**config.mk**
```make
export PLATFORM = sky130hd
export DESIGN_NAME = sorted_key_table_core
export DESIGN_NICKNAME = d
export VERILOG_FILES = /design/src/design/sktab_pkg.sv /design/src/design/sktab_mem.sv /design/src/design/sktab_seq.sv /design/src/design/sktab_out.sv /design/src/design/sorted_key_table_core.sv
export SDC_FILE = /design/constraint.sdc
export NUM_CORES = 1
export LEC_CHECK = 0
export CORE_MARGIN = 2
export CORE_UTILIZATION = 62
export DETAILED_ROUTE_END_ITERATION = 7
export DONT_BUFFER_PORTS = 1
export GPL_TIMING_DRIVEN = 0
export PLACE_DENSITY = 0.78
export SYNTH_ARGS = -nofsm -noshare
export SYNTH_HDL_FRONTEND = slang
export SYNTH_SLANG_ARGS = --single-unit
```
**constraint.sdc**
```tcl
create_clock -name clk_i -period 6.4 [get_ports clk_i]
set_input_delay 0.96 -clock clk_i [delete_from_list [all_inputs] [get_ports clk_i]]
set_output_delay 0.96 -clock clk_i [all_outputs]
set_load 0.01 [all_outputs]
```
**src/design/sktab_pkg.sv**
```systemverilog
package sktab_pkg;

  localparam int unsigned KEY_W    = 15;
  localparam int unsigned BYTE_W   = 8;
  localparam int unsigned REC_W    = KEY_W + 3 * BYTE_W;
  localparam int unsigned STATUS_W = 3;
  localparam int unsigned POS_W    = 6;
  localparam int unsigned TOTAL_W  = 7;

  typedef enum logic {
    REQ_INSERT = 1'b0,
    REQ_DELETE = 1'b1
  } req_e;

  typedef enum logic [STATUS_W-1:0] {
    ST_INSERTED    = 3'd0,
    ST_OVERWRITTEN = 3'd1,
    ST_DELETED     = 3'd2,
    ST_NOT_FOUND   = 3'd3,
    ST_FULL        = 3'd4
  } status_e;

  typedef enum logic [1:0] {
    S_IDLE,
    S_SEARCH,
    S_SHIFT,
    S_DONE
  } state_e;

  typedef struct packed {
    status_e              status;
    logic [POS_W-1:0]     position;
    logic [TOTAL_W-1:0]   entry_total;
  } result_t;

endpackage

```
**src/design/sktab_mem.sv**
```systemverilog
module sktab_mem #(
  parameter int unsigned DEPTH = 64
) (
  input  logic                               clk_i,
  input  logic                               rd_en_i,
  input  logic [$clog2(DEPTH)-1:0]           rd_addr_i,
  output logic [sktab_pkg::REC_W-1:0]        rd_data_o,
  input  logic                               wr_en_i,
  input  logic [$clog2(DEPTH)-1:0]           wr_addr_i,
  input  logic [sktab_pkg::REC_W-1:0]        wr_data_i
);

  logic [sktab_pkg::REC_W-1:0] mem_q [DEPTH];
  logic [sktab_pkg::REC_W-1:0] rd_data_q;

  always_ff @(posedge clk_i) begin
    if (wr_en_i) begin
      mem_q[wr_addr_i] <= wr_data_i;
    end
    if (rd_en_i) begin
      rd_data_q <= mem_q[rd_addr_i];
    end
  end

  assign rd_data_o = rd_data_q;

endmodule

```
**src/design/sktab_seq.sv**
```systemverilog
module sktab_seq #(
  parameter int unsigned MAX_ENTRIES = 64
) (
  input  logic                                  clk_i,
  input  logic                                  rst_ni,
  input  logic                                  req_valid_i,
  output logic                                  req_ready_o,
  input  sktab_pkg::req_e                       req_type_i,
  input  logic [sktab_pkg::REC_W-1:0]           req_rec_i,
  output logic                                  mem_rd_en_o,
  output logic [$clog2(MAX_ENTRIES)-1:0]        mem_rd_addr_o,
  input  logic [sktab_pkg::REC_W-1:0]           mem_rd_data_i,
  output logic                                  mem_wr_en_o,
  output logic [$clog2(MAX_ENTRIES)-1:0]        mem_wr_addr_o,
  output logic [sktab_pkg::REC_W-1:0]           mem_wr_data_o,
  output logic                                  res_valid_o,
  input  logic                                  res_ready_i,
  output sktab_pkg::result_t                    res_o
);

  localparam int unsigned AW = $clog2(MAX_ENTRIES);
  localparam int unsigned CW = $clog2(MAX_ENTRIES + 1);
  localparam logic [CW-1:0] MAX_CNT = CW'(MAX_ENTRIES);
  localparam logic [CW-1:0] ONE     = CW'(1);

  sktab_pkg::state_e  state_q, state_d;
  sktab_pkg::req_e    req_q;
  sktab_pkg::status_e status_q, status_d;

  logic [sktab_pkg::REC_W-1:0] rec_q;
  logic [CW-1:0] count_q, count_d;
  logic [CW-1:0] scan_q, scan_d;
  logic [CW-1:0] chk_q, chk_d;
  logic          pend_q, pend_d;
  logic [CW-1:0] slot_q, slot_d;
  logic [CW-1:0] src_q, src_d;
  logic [CW-1:0] dst_q, dst_d;
  logic [CW-1:0] rem_q, rem_d;
  logic          spend_q, spend_d;

  logic [sktab_pkg::KEY_W-1:0] key_q, rd_key;
  logic          hit, scan_end, match;
  logic [CW-1:0] fslot;
  logic          up;
  logic [CW+sktab_pkg::POS_W-1:0]   pos_ext;
  logic [CW+sktab_pkg::TOTAL_W-1:0] tot_ext;

  assign key_q  = rec_q[sktab_pkg::REC_W-1 -: sktab_pkg::KEY_W];
  assign rd_key = mem_rd_data_i[sktab_pkg::REC_W-1 -: sktab_pkg::KEY_W];

  // first slot whose key is not below the request key
  assign hit      = pend_q && (rd_key >= key_q);
  assign scan_end = !hit && (scan_q == count_q);
  assign match    = hit && (rd_key == key_q);
  assign fslot    = hit ? chk_q : count_q;
  assign up       = (req_q == sktab_pkg::REQ_INSERT);

  always_comb begin
    state_d = state_q;
    case (state_q)
      sktab_pkg::S_IDLE: begin
        if (req_valid_i) state_d = sktab_pkg::S_SEARCH;
      end
      sktab_pkg::S_SEARCH: begin
        if (hit || scan_end) begin
          if (up && !match && count_q != MAX_CNT) state_d = sktab_pkg::S_SHIFT;
          else if (!up && match)                  state_d = sktab_pkg::S_SHIFT;
          else                                    state_d = sktab_pkg::S_DONE;
        end
      end
      sktab_pkg::S_SHIFT: begin
        if (rem_q == '0 && !spend_q) state_d = sktab_pkg::S_DONE;
      end
      sktab_pkg::S_DONE: begin
        if (res_ready_i) state_d = sktab_pkg::S_IDLE;
      end
      default: state_d = sktab_pkg::S_IDLE;
    endcase
  end

  always_comb begin
    mem_rd_en_o   = 1'b0;
    mem_rd_addr_o = scan_q[AW-1:0];
    mem_wr_en_o   = 1'b0;
    mem_wr_addr_o = slot_q[AW-1:0];
    mem_wr_data_o = rec_q;
    scan_d   = scan_q;
    chk_d    = chk_q;
    pend_d   = pend_q;
    slot_d   = slot_q;
    src_d    = src_q;
    dst_d    = dst_q;
    rem_d    = rem_q;
    spend_d  = spend_q;
    count_d  = count_q;
    status_d = status_q;
    case (state_q)
      sktab_pkg::S_IDLE: begin
        scan_d = '0;
        pend_d = 1'b0;
      end
      sktab_pkg::S_SEARCH: begin
        if (hit || scan_end) begin
          spend_d = 1'b0;
          if (up) begin
            if (match) begin
              // overwrite in place
              mem_wr_en_o   = 1'b1;
              mem_wr_addr_o = fslot[AW-1:0];
              status_d      = sktab_pkg::ST_OVERWRITTEN;
              slot_d        = fslot;
            end else if (count_q == MAX_CNT) begin
              status_d = sktab_pkg::ST_FULL;
              slot_d   = '0;
            end else begin
              status_d = sktab_pkg::ST_INSERTED;
              slot_d   = fslot;
              rem_d    = count_q - fslot;
              src_d    = count_q - ONE;
              count_d  = count_q + ONE;
            end
          end else begin
            if (match) begin
              status_d = sktab_pkg::ST_DELETED;
              slot_d   = fslot;
              rem_d    = count_q - ONE - fslot;
              src_d    = fslot + ONE;
              count_d  = count_q - ONE;
            end else begin
              status_d = sktab_pkg::ST_NOT_FOUND;
              slot_d   = '0;
            end
          end
        end else begin
          // one read per cycle, compared on the next
          mem_rd_en_o   = 1'b1;
          mem_rd_addr_o = scan_q[AW-1:0];
          chk_d         = scan_q;
          pend_d        = 1'b1;
          scan_d        = scan_q + ONE;
        end
      end
      sktab_pkg::S_SHIFT: begin
        // read one entry, write it one slot over in the next cycle
        if (rem_q != '0) begin
          mem_rd_en_o   = 1'b1;
          mem_rd_addr_o = src_q[AW-1:0];
          src_d         = up ? src_q - ONE : src_q + ONE;
          dst_d         = up ? src_q + ONE : src_q - ONE;
          rem_d         = rem_q - ONE;
          spend_d       = 1'b1;
        end else begin
          spend_d = 1'b0;
        end
        if (spend_q) begin
          mem_wr_en_o   = 1'b1;
          mem_wr_addr_o = dst_q[AW-1:0];
          mem_wr_data_o = mem_rd_data_i;
        end else if (rem_q == '0 && up) begin
          // gap is open, place the new record
          mem_wr_en_o   = 1'b1;
          mem_wr_addr_o = slot_q[AW-1:0];
          mem_wr_data_o = rec_q;
        end
      end
      default: ;
    endcase
  end

  always_ff @(posedge clk_i or negedge rst_ni) begin
    if (!rst_ni) begin
      state_q <= sktab_pkg::S_IDLE;
      count_q <= '0;
      pend_q  <= 1'b0;
      spend_q <= 1'b0;
    end else begin
      state_q <= state_d;
      count_q <= count_d;
      pend_q  <= pend_d;
      spend_q <= spend_d;
    end
  end

  always_ff @(posedge clk_i) begin
    if (state_q == sktab_pkg::S_IDLE && req_valid_i) begin
      req_q <= req_type_i;
      rec_q <= req_rec_i;
    end
    scan_q   <= scan_d;
    chk_q    <= chk_d;
    slot_q   <= slot_d;
    src_q    <= src_d;
    dst_q    <= dst_d;
    rem_q    <= rem_d;
    status_q <= status_d;
  end

  assign req_ready_o = (state_q == sktab_pkg::S_IDLE);
  assign res_valid_o = (state_q == sktab_pkg::S_DONE);

  assign pos_ext = {{sktab_pkg::POS_W{1'b0}}, slot_q};
  assign tot_ext = {{sktab_pkg::TOTAL_W{1'b0}}, count_q};

  always_comb begin
    res_o.status      = status_q;
    res_o.position    = pos_ext[sktab_pkg::POS_W-1:0];
    res_o.entry_total = tot_ext[sktab_pkg::TOTAL_W-1:0];
  end

  // same-cycle read and write never touch one entry, so no bypass is needed
  a_no_rw_collide: assert property (@(posedge clk_i) disable iff (!rst_ni)
    mem_rd_en_o && mem_wr_en_o |-> mem_rd_addr_o != mem_wr_addr_o)
    else $error("read and write hit the same entry");

  a_count_bound: assert property (@(posedge clk_i) disable iff (!rst_ni)
    count_q <= MAX_CNT)
    else $error("entry count beyond table size");

  a_full_only_when_full: assert property (@(posedge clk_i) disable iff (!rst_ni)
    res_valid_o && status_q == sktab_pkg::ST_FULL |-> count_q == MAX_CNT)
    else $error("full reported on a table with free slots");

  a_accept_starts_search: assert property (@(posedge clk_i) disable iff (!rst_ni)
    req_valid_i && req_ready_o |=> state_q == sktab_pkg::S_SEARCH)
    else $error("accepted word did not start a search");

  a_count_stable_in_search: assert property (@(posedge clk_i) disable iff (!rst_ni)
    state_q == sktab_pkg::S_SEARCH && $past(state_q == sktab_pkg::S_SEARCH)
    |-> $stable(count_q))
    else $error("entry count moved during search");

endmodule

```
**src/design/sktab_out.sv**
```systemverilog
module sktab_out (
  input  logic                clk_i,
  input  logic                rst_ni,
  input  logic                res_valid_i,
  output logic                res_ready_o,
  input  sktab_pkg::result_t  res_i,
  output logic                out_valid_o,
  input  logic                out_ready_i,
  output sktab_pkg::result_t  out_o
);

  logic               valid_q, valid_d;
  sktab_pkg::result_t data_q;

  assign res_ready_o = !valid_q || out_ready_i;

  always_comb begin
    valid_d = valid_q;
    if (res_ready_o) valid_d = res_valid_i;
  end

  always_ff @(posedge clk_i or negedge rst_ni) begin
    if (!rst_ni) begin
      valid_q <= 1'b0;
    end else begin
      valid_q <= valid_d;
    end
  end

  always_ff @(posedge clk_i) begin
    if (res_ready_o && res_valid_i) data_q <= res_i;
  end

  assign out_valid_o = valid_q;
  assign out_o       = data_q;

endmodule

```
**src/design/sorted_key_table_core.sv**
```systemverilog
// sorted key table: records kept in ascending key order in one on-chip ram
// slave channel carries one request word: tuser holds the request type
// (insert or overwrite, delete), tdata holds key, age, sex code and section
// master channel returns one result word per request: tuser holds the status,
// tdata holds the zero-based position and the entry total after the request
// a request is taken only while the sequencer is idle; one at a time
// a request runs in steps, with n = entries before and s = affected slot:
//   search: one ram read per cycle, compare on the next, from slot 0 until
//   an entry at or above the key is found or the scan runs past the last one
//   shift of m entries: m reads one per cycle, each entry written one slot
//   over, then a closing step places an inserted record;
//   m = n - s for a new key, n - s - 1 for a delete
//   overwrite, not found and full skip the shift and go to the result
// throughput is set by the single read port scanning and shifting entries
// results go to an output register; the next request is taken while a result
// waits there, and the sequencer holds only if a second result is ready
// before the first is taken
// reset clears the entry count and all handshake state; the ram needs no
// clearing since only slots below the entry count are ever read
module sorted_key_table_core #(
  parameter int unsigned MAX_ENTRIES = 64
) (
  input  logic        clk_i,
  input  logic        rst_ni,
  input  logic        s_axis_tvalid,
  output logic        s_axis_tready,
  // key_id[14:0], age[22:15], sex_code[30:23], section[38:31], zero pad
  input  logic [39:0] s_axis_tdata,
  // req_type[0]
  input  logic [0:0]  s_axis_tuser,
  output logic        m_axis_tvalid,
  input  logic        m_axis_tready,
  // position[5:0], entry_total[12:6], zero pad
  output logic [15:0] m_axis_tdata,
  // status[2:0]
  output logic [2:0]  m_axis_tuser
);

  localparam int unsigned AW = $clog2(MAX_ENTRIES);

  logic [sktab_pkg::REC_W-1:0] req_rec;
  sktab_pkg::req_e             req_type;

  logic                        mem_rd_en, mem_wr_en;
  logic [AW-1:0]               mem_rd_addr, mem_wr_addr;
  logic [sktab_pkg::REC_W-1:0] mem_rd_data, mem_wr_data;

  logic               res_valid, res_ready;
  sktab_pkg::result_t res, out_res;

  // record layout in ram: key, age, sex code, section from the top bit down
  assign req_rec  = {s_axis_tdata[14:0], s_axis_tdata[22:15],
                     s_axis_tdata[30:23], s_axis_tdata[38:31]};
  assign req_type = sktab_pkg::req_e'(s_axis_tuser[0]);

  sktab_mem #(
    .DEPTH (MAX_ENTRIES)
  ) u_mem (
    .clk_i     (clk_i),
    .rd_en_i   (mem_rd_en),
    .rd_addr_i (mem_rd_addr),
    .rd_data_o (mem_rd_data),
    .wr_en_i   (mem_wr_en),
    .wr_addr_i (mem_wr_addr),
    .wr_data_i (mem_wr_data)
  );

  // search, shift and place sequencer around the ram
  sktab_seq #(
    .MAX_ENTRIES (MAX_ENTRIES)
  ) u_seq (
    .clk_i         (clk_i),
    .rst_ni        (rst_ni),
    .req_valid_i   (s_axis_tvalid),
    .req_ready_o   (s_axis_tready),
    .req_type_i    (req_type),
    .req_rec_i     (req_rec),
    .mem_rd_en_o   (mem_rd_en),
    .mem_rd_addr_o (mem_rd_addr),
    .mem_rd_data_i (mem_rd_data),
    .mem_wr_en_o   (mem_wr_en),
    .mem_wr_addr_o (mem_wr_addr),
    .mem_wr_data_o (mem_wr_data),
    .res_valid_o   (res_valid),
    .res_ready_i   (res_ready),
    .res_o         (res)
  );

  // result word register toward the master channel
  sktab_out u_out (
    .clk_i       (clk_i),
    .rst_ni      (rst_ni),
    .res_valid_i (res_valid),
    .res_ready_o (res_ready),
    .res_i       (res),
    .out_valid_o (m_axis_tvalid),
    .out_ready_i (m_axis_tready),
    .out_o       (out_res)
  );

  assign m_axis_tdata = {3'b000, out_res.entry_total, out_res.position};
  assign m_axis_tuser = out_res.status;

endmodule

```
* Yosys cells after proc, flatten, opt, wreduce, memory -nomap -nowiden
Memories as Yosys holds them, arrays and structs flattened. A register that Yosys moved wholly into a read port is not among the register bits.
Index checks and enable logic that the tools add are counted.
** Storage, ports and cells
- Memories :: 1
- Output and inout bits :: 21
- Register bits :: 111
- Bits in writable memories :: 2496
** Memory list
- u_mem.mem_q :: depth 64, width 39, rd ports 1, clocked after memory_dff 1, write ports 1, line sktab_mem.sv:13 : logic [sktab_pkg::REC_W-1:0] mem_q [DEPTH];
** Cells by class
- Eq/ne operators :: 19
- Muxes and demuxes :: 62
- Reductions and logical operators :: 29
- Order comparisons :: 1
- Add/sub/neg operators :: 9
- Bitwise logic cells :: 2
** Operator list (number)
- 7-bit 2-to-1 mux :: 19
- 39-bit 2-to-1 mux :: 2
- 6-bit 2-to-1 mux :: 11
- 7-bit one-hot mux with 2 select lines :: 3
- 7-bit by 1-bit adder with 7-bit output (second input constant) :: 4
- 7-bit by 1-bit subtractor with 7-bit output (second input constant) :: 3
- 15-bit == test :: 1
- 15-bit >= comparator :: 1
- 7-bit subtractor :: 2
- 1-bit 2-to-1 mux :: 13
- 6-bit one-hot mux with 2 select lines :: 1
- 1-bit logical AND :: 10
- 2-bit 2-to-1 mux :: 5
- 2-bit by 1-bit inequality test with 1-bit output (second input constant) :: 5
- 2-bit AND reduction :: 5
- 3-bit 2-to-1 mux :: 3
- 2-bit inequality test (second input constant) :: 4
- 1-bit one-hot mux with 2 select lines :: 4
- 2-bit one-hot mux with 4 select lines :: 1
- 7-bit == test :: 1
- 7-bit == test (second input constant) :: 1
- 7-bit zero test :: 1
- 7-bit inequality test (second input constant) :: 1
- 7-bit nonzero test :: 1
- other kinds (12) :: 20

* Longest topological paths before layout
- Word-level depth :: 9
- Depth in mapped cells :: 19

* Hierarchy
A second synthesis with hierarchy kept.
** Second synthesis, totals
- Cell total of the unflattened synthesis :: 4620
- Area, all modules :: 102134.2 µm²
** Modules (own cells, without submodules)
- sktab_mem :: area an instance 95760.6 µm², instances 1, cells an instance 4059
- sktab_seq :: area an instance 5813.1 µm², instances 1, cells an instance 537
- sktab_out :: area an instance 534.3 µm², instances 1, cells an instance 20
- sorted_key_table_core :: area an instance 26.3 µm², instances 1, cells an instance 4

* Worst setup path after synthesis
Ideal clock, no wire load.
- Path kind :: reg2reg
- Start :: reg u_seq.state_q[0]
- End :: mem u_mem.mem_q[0][24] (netlist bit) (data pin)
- Clock period less this slack :: 4.839 ns
- Setup time :: 0.702 ns
- Arrival :: 4.137 ns
- Data required time :: 5.698 ns
- Stages on the path, launching flop included :: 7
- Path slack :: 1.561 ns
- Cells stage by stage :: dfrtp_1 > inv_1 > ha_1 > buf_1 > nand2_1 > clkbuf_1 > o21ai_0
** On the way
- Longest elaborated chain between the ends :: 2
** Ends and longest elaborated chain
- from (decl) :: line sktab_seq.sv:26 : sktab_pkg::state_e state_q, state_d;
- from (signal assigned) :: line sktab_seq.sv:172 : state_q <= sktab_pkg::S_IDLE;
- from (signal assigned) :: line sktab_seq.sv:177 : state_q <= state_d;
- 2-bit == test :: line sktab_seq.sv:97 : case (state_q)
- 39-bit 2-to-1 mux :: line sktab_seq.sv:97
- via mem_wr_data (one bit) :: line sorted_key_table_core.sv:46 : logic [sktab_pkg::REC_W-1:0] mem_rd_data, mem_wr_data;
- to (decl) :: line sktab_mem.sv:13
The timed path passes the listed nets, and every way through them passes these cells.

* Final worst setup path
- Start :: reg u_seq.rec_q[38] (netlist bit)
- End :: mem u_mem.mem_q[17][30] (netlist bit), enable pin
** On the way
- Longest elaborated chain between the ends :: 9
** Ends and longest elaborated chain
- from (decl) :: line sktab_seq.sv:30 : logic [sktab_pkg::REC_W-1:0] rec_q;
- from (signal assigned) :: line sktab_seq.sv:187 : rec_q <= req_rec_i;
- 15-bit >= comparator :: line sktab_seq.sv:52 : assign hit = pend_q && (rd_key >= key_q);
- 1-bit logical AND :: line sktab_seq.sv:52
- 1-bit logical AND / 1-bit zero test (equally long branches) :: line sktab_seq.sv:54, sktab_seq.sv:53
- 1-bit 2-to-1 mux / 1-bit logical AND (equally long branches) :: line sktab_seq.sv:106, sktab_seq.sv:53
- 1-bit 2-to-1 mux / 1-bit logical OR (equally long branches) :: line sktab_seq.sv:105, sktab_seq.sv:103
- 1-bit 2-to-1 mux :: line sktab_seq.sv:103 : if (hit || scan_end) begin
- 1-bit one-hot mux with 2 select lines :: line sktab_seq.sv:97
- 1-bit 2-to-1 mux :: line sktab_mem.sv:17 : if (wr_en_i) begin
- 1-bit 2-to-1 mux (implied by the code) :: line sktab_mem.sv:18 : mem_q[wr_addr_i] <= wr_data_i;
Parallel ways exist; a longest one is shown, timed or not.

==> flow_summary.json <==
{
  "wirelength_um": 117600,
  "grt_first_pass_wirelength_um": 168000,
  "cp_max_fo": 15,
  "final_common_cell": "edfxtp_1",
  "synth-seq-cells": 1061,
  "synth_area_leaders": "edfxtp_1 73%, mux2i_1 6.0%, a211oi_1 3.2%, and3_1 2.7%, nand2_1 1.4%",
  "syn_inst": 2734,
  "drcViolationCount": 0,
  "fill_cells": 4444,
  "async_reset_ff_share_pct": 1.131,
  "core.rowCount": 96,
  "fin_crit_ps": 5808,
  "first_global_vias": 25620,
  "worst_hold_path_type": "primary input to register",
  "worstSetupEndpointType": "register",
  "final_max_slew_viol_count": 1,
  "maxCapViolations": 1,
  "setup_viol": 0,
  "fin_util_pct": 69.68,
  "clockBufferDepth": 3,
  "globalRouteMet3Util_pct": 8.849,
  "port_buffers": 0,
  "antenna_left": 0,
  "yosysTopAreaCell": "edfxtp_1",
  "die-area_um2": 72060,
  "cp_data_required_time_ps": 6670,
  "leakage_uw": 0.01639,
  "period_share_pct": 90.75,
  "ioPinCount": 66,
  "synth_edf_count": 1049,
  "critPathKind": "register to register",
  "antenna_found_initial": 5,
  "start_kind": "register",
  "vias": 26547,
  "most-common-layout-cells": "1049 x edfxtp_1, 255 x mux2i_1, 185 x a211oi_1, 185 x and3_1, 163 x nand2_1",
  "dpl.hpwl_um": 75900,
  "postCtsHoldBufs": 1,
  "clkTransAtPathRegs_ps": 60,
  "post_cts_buffers": 0,
  "fin_total_pwr_uw": 25280,
  "grtUsageMet1_pct": 43.37,
  "ys_seq_area_share_pct": 73.35,
  "drive_gt1_share_pct": 9.165,
  "cts_buffers": 103,
  "cts_resized": 0,
  "worstMarginPinSlew_ps": 1482,
  "final-seq-area_um2": 31800,
  "htree_levels": 3,
  "timing.hold.ws_ps": 379.6,
  "root_buffer": "clkbuf_16",
  "synth_top_area_share_pct": 72.66,
  "synthFlopType": "edfxtp_1",
  "power_density_nw_per_um2": 526.2,
  "status": "finished, violations left",
  "clock-skew-final_ps": 23.84,
  "ir_drop_mv": 0.2999,
  "die_x_um": 268.4,
  "gp_congestion": 1.021,
  "wl_per_cell_um": 30.39,
  "grt-ovfl-total": 0,
  "clock_latency_ps": 680,
  "drt_pass1_iterations": 8,
  "cp.arrival_ps": 6080,
  "finalHoldViolations": 0,
  "grt_max_degree": 65,
  "first_iter_violations": 4198,
  "syn_area_um2": 43350,
  "syn_avg_cell_area_um2": 15.86,
  "fmax_mhz": 172.2,
  "synth.distinct_cells": 67,
  "die_y_um": 268.4,
  "grt_util_met2_pct": 51.22,
  "clock_sinks": 1061,
  "routed_via_density": 6.863,
  "grt_setup_unrepaired": "no",
  "failed_checks": "max-capacitance violations, max-slew violations",
  "cts_tree": "done",
  "placed_cells": 3674,
  "grt_use_total_pct": 32.64,
  "stdcell_count": 3868,
  "start_util_pct": 62.88,
  "relSlewSlack_pct": -1.381,
  "multi_input_area_um2": 10700,
  "yosys_warnings": 0,
  "top_usage_layer": "met2",
  "core-area_um2": 68950,
  "nets": 2936,
  "areaGrowthSynthToFinish_pct": 10.81
}
[registers in the layout (all words and copies together) (netlist names), 3 cells and up]
register and cells:
u_seq.status_q 3, u_seq.src_q 6, u_seq.rec_q 15, u_mem.mem_q 960, u_seq.dst_q 6, u_seq.rem_q 7, u_seq.chk_q 7, u_seq.count_q 7
u_seq.slot_q 6, u_out.out_o 16, u_seq.scan_q 7, u_mem.rd_data_o 15
[per-stage QoR]
| stage | worst slack [ps] | TNS [ps] | cell area (um2) |
|---|---|---|---|
| after floorplan | 1561 | 0 | 43360 |
| after global placement | -2885 | -184070 | 44530 |
| after detailed placement | 788.9 | 0 | 44690 |
| after CTS | 717.6 | 0 | 47910 |
| after global routing | 464.8 | 0 | 48030 |
| final | 592.2 | 0 | 48040 |
[cell families after synthesis]
kind of cell | synth area share, %
AND/OR/NAND/NOR | 6.294
XOR/XNOR | 0.9437
adder cells (fa/ha/maj) | 1.114
buffers and inverters | 2.349
multiplexers | 6.450
other | 0.008650
flip-flops | 73.35
AO/OA/AOI/OAI | 9.489
[synth_stat cells (24+ instances only)]
| library cell | number |
|---|---|
| a22oi_1 | 61 |
| nor2_1 | 109 |
| a211oi_1 | 186 |
| nand2_1 | 163 |
| xnor2_1 | 28 |
| nand3_1 | 30 |
| clkbuf_1 | 131 |
| a21oi_1 | 26 |
| mux2i_1 | 258 |
| a311oi_1 | 46 |
| inv_1 | 44 |
| and3_1 | 185 |
| a222oi_1 | 60 |
| ha_1 | 37 |
| edfxtp_1 | 1049 |
| a31oi_1 | 24 |
| buf_2 | 44 |
| a2111oi_0 | 60 |
| o21ai_0 | 25 |
[final timing paths]
path	start	endpoint	slack, ps	depth (start not counted)
worst max register to register	u_seq.rec_q[38]$_DFFE_PP_	u_mem.mem_q[17][30]$_DFFE_PP_	590	12
max in group asynchronous	rst_ni	u_out.out_valid_o$_DFFE_PN0N_	5240	1
worst min register to register	u_seq.status_q[1]$_SDFFCE_PP1P_	u_out.out_o[14]$_DFFE_PP_	420	0
worst max-delay path	u_seq.rec_q[38]$_DFFE_PP_	u_mem.mem_q[17][30]$_DFFE_PP_	590	12
worst min-delay path	s_axis_tdata[11]	u_seq.rec_q[35]$_DFFE_PP_	380	0
min in group asynchronous	rst_ni	u_seq.count_q[6]$_DFFE_PN0P_	740	1
[metal layers]
| layer | up-vias | share of wire (%) |
|---|---|---|
| li1 | 11262 | - |
| met2 | 1821 | 46 |
| met3 | 339 | 12 |
| met4 | 10 | 5.2 |
| met1 | 13115 | 37 |
| met5 | - | 0.10 |
[cell type report]
| type | instances | area share (%) |
|---|---|---|
| plain buffers | 193 | 1.755 |
| diodes | 2 | 0.01042 |
| multi-input cells | 1436 | 22.27 |
| inverters | 46 | 0.3646 |
| clock inverters | 62 | 1.151 |
| flip-flops and latches | 1061 | 66.20 |
| clock buffers | 125 | 5.537 |
| repair buffers | 12 | 0.2839 |
| well taps | 931 | 2.425 |
[report_power, final]
part           switching (uW)  internal (uW)
clock network            2580           3210
registers                 260           8600
logic                    7520           3110
[worst max-delay path: stages, from the launching register on]
cell,delay (ps)
edfxtp_1,400
inv_1,70
ha_1,290
nand4_1,160
nor4_1,730
nand2_1,250
inv_1,150
ha_1,200
nand2_1,60
o22a_1,210
a211oi_1,450
nand3_1,970
nor2_1,1460
Note: power is estimated with default switching activity, not from simulation.
